**src/design/mplb_pkg.sv**
```systemverilog
// Shared types and constants for the multi-pool minimal-standard generator bank.
// Holds opcode and status codes and the generator's modulus and multiplier.
// No dependencies.
package mplb_pkg;

    localparam int SEED_W   = 31;
    localparam int OP_W     = 2;
    localparam int POOL_W   = 3;
    localparam int STATUS_W = 2;
    localparam int MUL_W    = 15;
    localparam int PROD_W   = SEED_W + MUL_W;

    localparam logic [SEED_W-1:0] LCG_MOD = 31'h7FFF_FFFF;
    localparam logic [MUL_W-1:0]  LCG_MUL = 15'd16807;

    // Only this many pools can ever be addressed by the pool field.
    localparam int ADDR_POOLS = 1 << POOL_W;

    typedef enum logic [OP_W-1:0] {
        OP_SEED_ALL  = 2'd0,
        OP_SET_SEED  = 2'd1,
        OP_READ_SEED = 2'd2,
        OP_NEXT      = 2'd3
    } opcode_t;

    typedef enum logic [STATUS_W-1:0] {
        ST_OK             = 2'd0,
        ST_ZERO_SEED      = 2'd1,
        ST_ALREADY_SEEDED = 2'd2
    } status_t;

endpackage

```
**src/design/mplb_lcg_step.sv**
```systemverilog
// One step of the minimal-standard generator: multiply by 16807 modulo 2^31-1.
// The product is folded at bit 31 and corrected once; a zero result becomes 2^31-1.
// Depends on mplb_pkg.
module mplb_lcg_step
(
    input  logic [mplb_pkg::SEED_W-1:0] cur_state,
    output logic [mplb_pkg::SEED_W-1:0] next_state
);
    import mplb_pkg::*;

    logic [PROD_W-1:0] prod;
    logic [SEED_W:0]   fold_sum;
    logic [SEED_W:0]   reduced;

    always_comb
    begin
        prod     = {{MUL_W{1'b0}}, cur_state} * {{SEED_W{1'b0}}, LCG_MUL};
        fold_sum = {1'b0, prod[SEED_W-1:0]} + {{(SEED_W + 1 - MUL_W){1'b0}}, prod[PROD_W-1:SEED_W]};
        if (fold_sum >= {1'b0, LCG_MOD})
        begin
            reduced = fold_sum - {1'b0, LCG_MOD};
        end
        else
        begin
            reduced = fold_sum;
        end
        if (reduced[SEED_W-1:0] == '0)
        begin
            next_state = LCG_MOD;
        end
        else
        begin
            next_state = reduced[SEED_W-1:0];
        end
    end

endmodule

```
**src/design/multi_pool_lcg_bank.sv**
```systemverilog
// Bank of independent minimal-standard random generators with seed, read and step requests.
// Accepted requests are registered, then their results are registered as the response.
// Throughput: one request per cycle without stalls; step and state write share a cycle.
// Reset clears every pool state to zero, the seeded flag, and both pipeline valids.
// Depends on mplb_pkg and mplb_lcg_step.
module multi_pool_lcg_bank #(
    parameter int NUM_POOLS = 8
)
(
    input  logic                          clk,
    input  logic                          rst_n,
    input  logic                          req_valid,
    output logic                          req_ready,
    input  logic [mplb_pkg::OP_W-1:0]     opcode,
    input  logic [mplb_pkg::POOL_W-1:0]   pool,
    input  logic [mplb_pkg::SEED_W-1:0]   seed,
    output logic                          rsp_valid,
    input  logic                          rsp_ready,
    output logic [mplb_pkg::SEED_W-1:0]   value,
    output logic [mplb_pkg::STATUS_W-1:0] status
);
    import mplb_pkg::*;

    // Pools beyond the reach of the pool field are never observable.
    localparam int STORE_POOLS = (NUM_POOLS < ADDR_POOLS) ? NUM_POOLS : ADDR_POOLS;
    localparam int IDX_W       = (STORE_POOLS > 1) ? $clog2(STORE_POOLS) : 1;

    logic                req_valid_reg;
    logic [OP_W-1:0]     opcode_reg;
    logic [POOL_W-1:0]   pool_reg;
    logic [SEED_W-1:0]   seed_reg;

    logic                rsp_valid_reg;
    logic [SEED_W-1:0]   value_reg;
    status_t             status_reg;

    logic [SEED_W-1:0]   pool_state_reg [STORE_POOLS];
    logic [SEED_W-1:0]   pool_state_next [STORE_POOLS];
    logic                seeded_flag_reg;
    logic                seeded_flag_next;
    logic [SEED_W-1:0]   value_next;
    status_t             status_next;

    logic                advance;
    logic                pool_ok;
    logic [IDX_W-1:0]    idx;
    logic [SEED_W-1:0]   cur_state;
    logic [SEED_W-1:0]   step_state;

    assign advance   = !rsp_valid_reg || rsp_ready;
    assign req_ready = !req_valid_reg || advance;
    assign rsp_valid = rsp_valid_reg;
    assign value     = value_reg;
    assign status    = status_reg;

    assign pool_ok = (int'(pool_reg) < STORE_POOLS);
    assign idx     = pool_ok ? pool_reg[IDX_W-1:0] : '0;
    assign cur_state = pool_state_reg[idx];

    mplb_lcg_step u_step
    (
        .cur_state  (cur_state),
        .next_state (step_state)
    );

    always_comb
    begin
        pool_state_next  = pool_state_reg;
        seeded_flag_next = seeded_flag_reg;
        value_next       = '0;
        status_next      = ST_OK;
        unique case (opcode_t'(opcode_reg))
            OP_SEED_ALL:
            begin
                if (seed_reg == '0)
                begin
                    status_next = ST_ZERO_SEED;
                end
                else if (seeded_flag_reg)
                begin
                    status_next = ST_ALREADY_SEEDED;
                end
                else
                begin
                    for (int i = 0; i < STORE_POOLS; i++)
                    begin
                        pool_state_next[i] = seed_reg;
                    end
                    seeded_flag_next = 1'b1;
                end
            end
            OP_SET_SEED:
            begin
                if (seed_reg == '0)
                begin
                    status_next = ST_ZERO_SEED;
                end
                else if (pool_ok)
                begin
                    pool_state_next[idx] = seed_reg;
                end
            end
            OP_READ_SEED:
            begin
                if (pool_ok)
                begin
                    value_next = cur_state;
                end
            end
            OP_NEXT:
            begin
                if (pool_ok)
                begin
                    pool_state_next[idx] = step_state;
                    value_next           = step_state;
                end
            end
            default:
            begin
                value_next = '0;
            end
        endcase
    end

    always_ff @(posedge clk or negedge rst_n)
    begin
        if (!rst_n)
        begin
            req_valid_reg   <= 1'b0;
            rsp_valid_reg   <= 1'b0;
            seeded_flag_reg <= 1'b0;
            for (int i = 0; i < STORE_POOLS; i++)
            begin
                pool_state_reg[i] <= '0;
            end
        end
        else
        begin
            if (req_ready)
            begin
                req_valid_reg <= req_valid;
            end
            if (advance)
            begin
                rsp_valid_reg <= req_valid_reg;
            end
            if (req_valid_reg && advance)
            begin
                pool_state_reg  <= pool_state_next;
                seeded_flag_reg <= seeded_flag_next;
            end
        end
    end

    always_ff @(posedge clk)
    begin
        if (req_valid && req_ready)
        begin
            opcode_reg <= opcode;
            pool_reg   <= pool;
            seed_reg   <= seed;
        end
        if (req_valid_reg && advance)
        begin
            value_reg  <= value_next;
            status_reg <= status_next;
        end
    end

    a_issue_gives_result: assert property (@(posedge clk) disable iff (!rst_n)
        (req_valid_reg && advance) |=> rsp_valid_reg)
        else $error("issued request did not produce a result");

    a_seeded_sticky: assert property (@(posedge clk) disable iff (!rst_n)
        seeded_flag_reg |=> seeded_flag_reg)
        else $error("seeded flag cleared after being set");

    a_already_means_seeded: assert property (@(posedge clk) disable iff (!rst_n)
        (rsp_valid_reg && status_reg == ST_ALREADY_SEEDED) |-> seeded_flag_reg)
        else $error("already-seeded status without seeded flag");

    a_seed_status_zero_value: assert property (@(posedge clk) disable iff (!rst_n)
        (rsp_valid_reg && (status_reg == ST_ZERO_SEED || status_reg == ST_ALREADY_SEEDED))
        |-> (value_reg == '0))
        else $error("rejected seeding returned a non-zero value");

endmodule

```
**config.mk**
```make
export PLATFORM = sky130hd
export DESIGN_NAME = multi_pool_lcg_bank
export DESIGN_NICKNAME = d
export VERILOG_FILES = /design/src/design/mplb_pkg.sv /design/src/design/mplb_lcg_step.sv /design/src/design/multi_pool_lcg_bank.sv
export SDC_FILE = /design/constraint.sdc
export NUM_CORES = 1
export LEC_CHECK = 0
export BUFFER_PORTS_ARGS = -buffer_cell sky130_fd_sc_hd__clkbuf_2
export CAP_MARGIN = 0
export CORE_ASPECT_RATIO = 0.5
export CORE_MARGIN = 3
export CORE_UTILIZATION = 50
export DETAILED_ROUTE_END_ITERATION = 7
export PLACE_DENSITY = 0.66
export SKIP_LAST_GASP = 1
export SLEW_MARGIN = 15
export SYNTH_ARGS = -nofsm -noshare
export SYNTH_HDL_FRONTEND = slang
export SYNTH_SLANG_ARGS = --single-unit
```
**constraint.sdc**
```tcl
create_clock -name clk -period 15.35 [get_ports clk]
set_clock_uncertainty 0.05 [all_clocks]
set_input_delay 3.07 -clock clk [delete_from_list [all_inputs] [get_ports clk]]
set_output_delay 3.07 -clock clk [all_outputs]
set_load 0.02 [all_outputs]
```
==> results.md <==
- Crit end category: register
- Final hold vios: 0
- Initial DRC Count: roughly 3400
- Register area share after synthesis: 0.332
- RSZ-0062 raised after global routing: no
- Post-Syn Area per Cell: 9.29 sq um
- Synth Instances: around 2700
- Placer Congestion: 0.978
- Critical Path Most Common Cell: inv_1
- Die area: 53300 sq um
- HP Class: register to register
- Die width: 323 um
- Crit-path max FO: 45
- Port-buffer cells: 74
- Worst-Margin Slew: 1.35 ns
- Initial Util: 0.513
- Fin Setup TNS: 0 ns
- CP max-delay cell: nand4_1
- Post-Route WL: roughly 96 mm
- Hold worst-path end: seeded_flag_reg$_DFFE_PN0P_
- Worst EP required: 15.54 ns
- Clk sinks: 320
- Slew HR: 0.102
- Vias: ~24000
- Post-synth net total: 3085
- Grt ovf: 0
- R2r startpoint: idx[2]$_DFFE_PP_
- Antenna violations before repair: 3
- Number of hold buffers added after cts: 0
- Clk buf depth: 3
- Routed length per instance: 28.2 um
- Largest net degree at the start of global routing: 130
- Seq cells post-synth: 320
- DRT Pass-1 Iters: 6
- Clock latency on the worst-skew pair: about 0.53 ns
- Fin crit share: 0.934
- GRT Total Usage: 0.362
- Post-synth top area cell: dfrtp_1
- Post-Syn Area: 25200 sq um
- Most common cell after layout, fill and taps aside: inv_1
- WHS Path Cells: 1
- CTS Buf Count: 34
- Number of synthesized flops with an enable pin: 69
- CTS tree: built
- Yosys cell types: 97
- Synth warn: 0
- Most frequent cells in the layout: inv_1, dfrtp_1, ha_1
- DRC viols: 0
- H-Tree Depth: 2
- Hold_sp: seeded_flag_reg$_DFFE_PN0P_
- CP top delay family: compound AO/OA/AOI/OAI gates
- Fmax: between 60 and 70 MHz
- Clk pin slew, worst setup/hold paths: 0.06 ns
- Worst path buffer plus inverter count: 11
- Row count: 57
- Maxcap violations: 0
- Max reg flops: 248
- First-pass GRT wire length: 144 mm
- Ranking of synthesized cells by area: dfrtp_1, fa_1, ha_1, edfxtp_1, a22oi_1
- Critical path class: register to register
- Proportion of layout cells with a drive suffix above 1: 0.103
- Root Driver: clkbuf_16
- DPL Wire Length: 69.4 mm
- Slew Limit Fails: 0
- Post-synth top flop: dfrtp_1
- Die height: 165 um
- Slowest cell delay on critical path: approximately 0.7 ns
- Via density per instance: 6.91
- FF-to-FF End: value[7]$_DFFE_PP_
- Final nets: just over 3000
- Area grow syn2layout: 9.80%
- Worst R2R Path Depth: 50
- Core Area: 49100 sq um
- Antenna Violating Nets Remaining: 0
- I/O pins: 75
- Setup slack, reg-to-reg: 1.01 ns
- Asr flop ratio synth: 0.784
- Status: finished, final reports clean
- Number of global-route vias before repair: 22458
- # setup viols final: 0
- Tmin final: roughly 14 ns
- Top cell type's share of synthesized area: 0.249
- Worst Path Arrival: ~15 ns
- Startpoint Class: register
layer usage:
layer  share of wire  global-route usage  wire [um]
met1            0.40               0.504      38900
met2            0.42               0.538      40500
met3            0.14               0.121      13700
met4           0.033               0.104       3220
met5          0.0011                   0        108
synth_stat cells (16+ instances only):
master	n
nor3_1	33
nor2_1	139
xnor2_1	37
o21ai_0	173
a31oi_1	71
and3_1	16
edfxtp_1	69
ha_1	199
inv_1	265
a41oi_1	18
xor2_1	22
nand2_1	144
o22ai_1	114
o21ai_1	39
clkbuf_1	144
nand4_1	44
a21oi_1	191
a21o_1	22
buf_1	19
dfrtp_1	251
o32ai_1	16
fa_1	134
and2_1	29
a22oi_1	198
nand3_1	41
nor4_1	16
worst max path at each step:
stage	from	to	slack, ns	cells past startpoint
after floorplan	idx[1]$_DFFE_PP_	value[0]$_DFFE_PP_	2.89	52
after global placement	idx[2]$_DFFE_PP_	value[13]$_DFFE_PP_	0.96	49
after detailed placement	idx[2]$_DFFE_PP_	pool_state_reg[220]$_DFFE_PN0P_	0.59	47
after CTS	idx[2]$_DFFE_PP_	pool_state_reg[3]$_DFFE_PN0P_	0.54	47
after global routing	idx[2]$_DFFE_PP_	pool_state_reg[220]$_DFFE_PN0P_	0.02	50
final	idx[2]$_DFFE_PP_	value[7]$_DFFE_PP_	1.01	50
metrics by stage:
stage / utilization / instance area [sq um] / instances / hold WS (ns) / worst slack, ns
3_5_place_dp: 0.538 / 26400 / 3348 / 0.422 / 0.585
5_1_grt: 0.563 / 27700 / 3419 / 0.459 / 0.0151
3_3_place_gp: 0.538 / 26400 / 3348 / 0.410 / 0.964
6_report: 0.563 / 27700 / 3422 / 0.436 / 1.01
4_1_cts: 0.561 / 27500 / 3410 / 0.435 / 0.542
2_1_floorplan: - / 25200 / 2712 / 0.392 / 2.89
area by class of cell:
cell class | count | area [sq um]
flip-flops and latches | 320 | 8350
multi-input cells | 1957 | 15300
fillers | 4366 | 21500
inverters | 265 | 995
clock buffers | 57 | 1060
well taps | 649 | 812
repair buffers | 166 | 1100
diodes | 3 | 7.51
clock inverters | 5 | 52.6
logic make-up (layout without fill, tap and decap cells):
family | after synthesis | count (layout) | share of synthesized area
simple gates | 554 | 554 | 0.111
buf+inv | 435 | 493 | 0.0663
mux | 4 | 4 | 0.00159
flops | 320 | 320 | 0.332
xor+xnor | 59 | 59 | 0.0205
fa+ha+maj | 333 | 333 | 0.205
compound gates | 1007 | 1007 | 0.264
other cells | 0 | 3 | 0
what timing repair did:
| item | in CTS | in global routing |
|---|---|---|
| setup buffers | 0 | 9 |
| setup endpoints to repair | 0 | 279 |
| resized for setup | 0 | 7 |
Power is left out: the tool's default activity adds up to more than one toggle a clock period on the data nets, which glitch-free logic cannot reach.
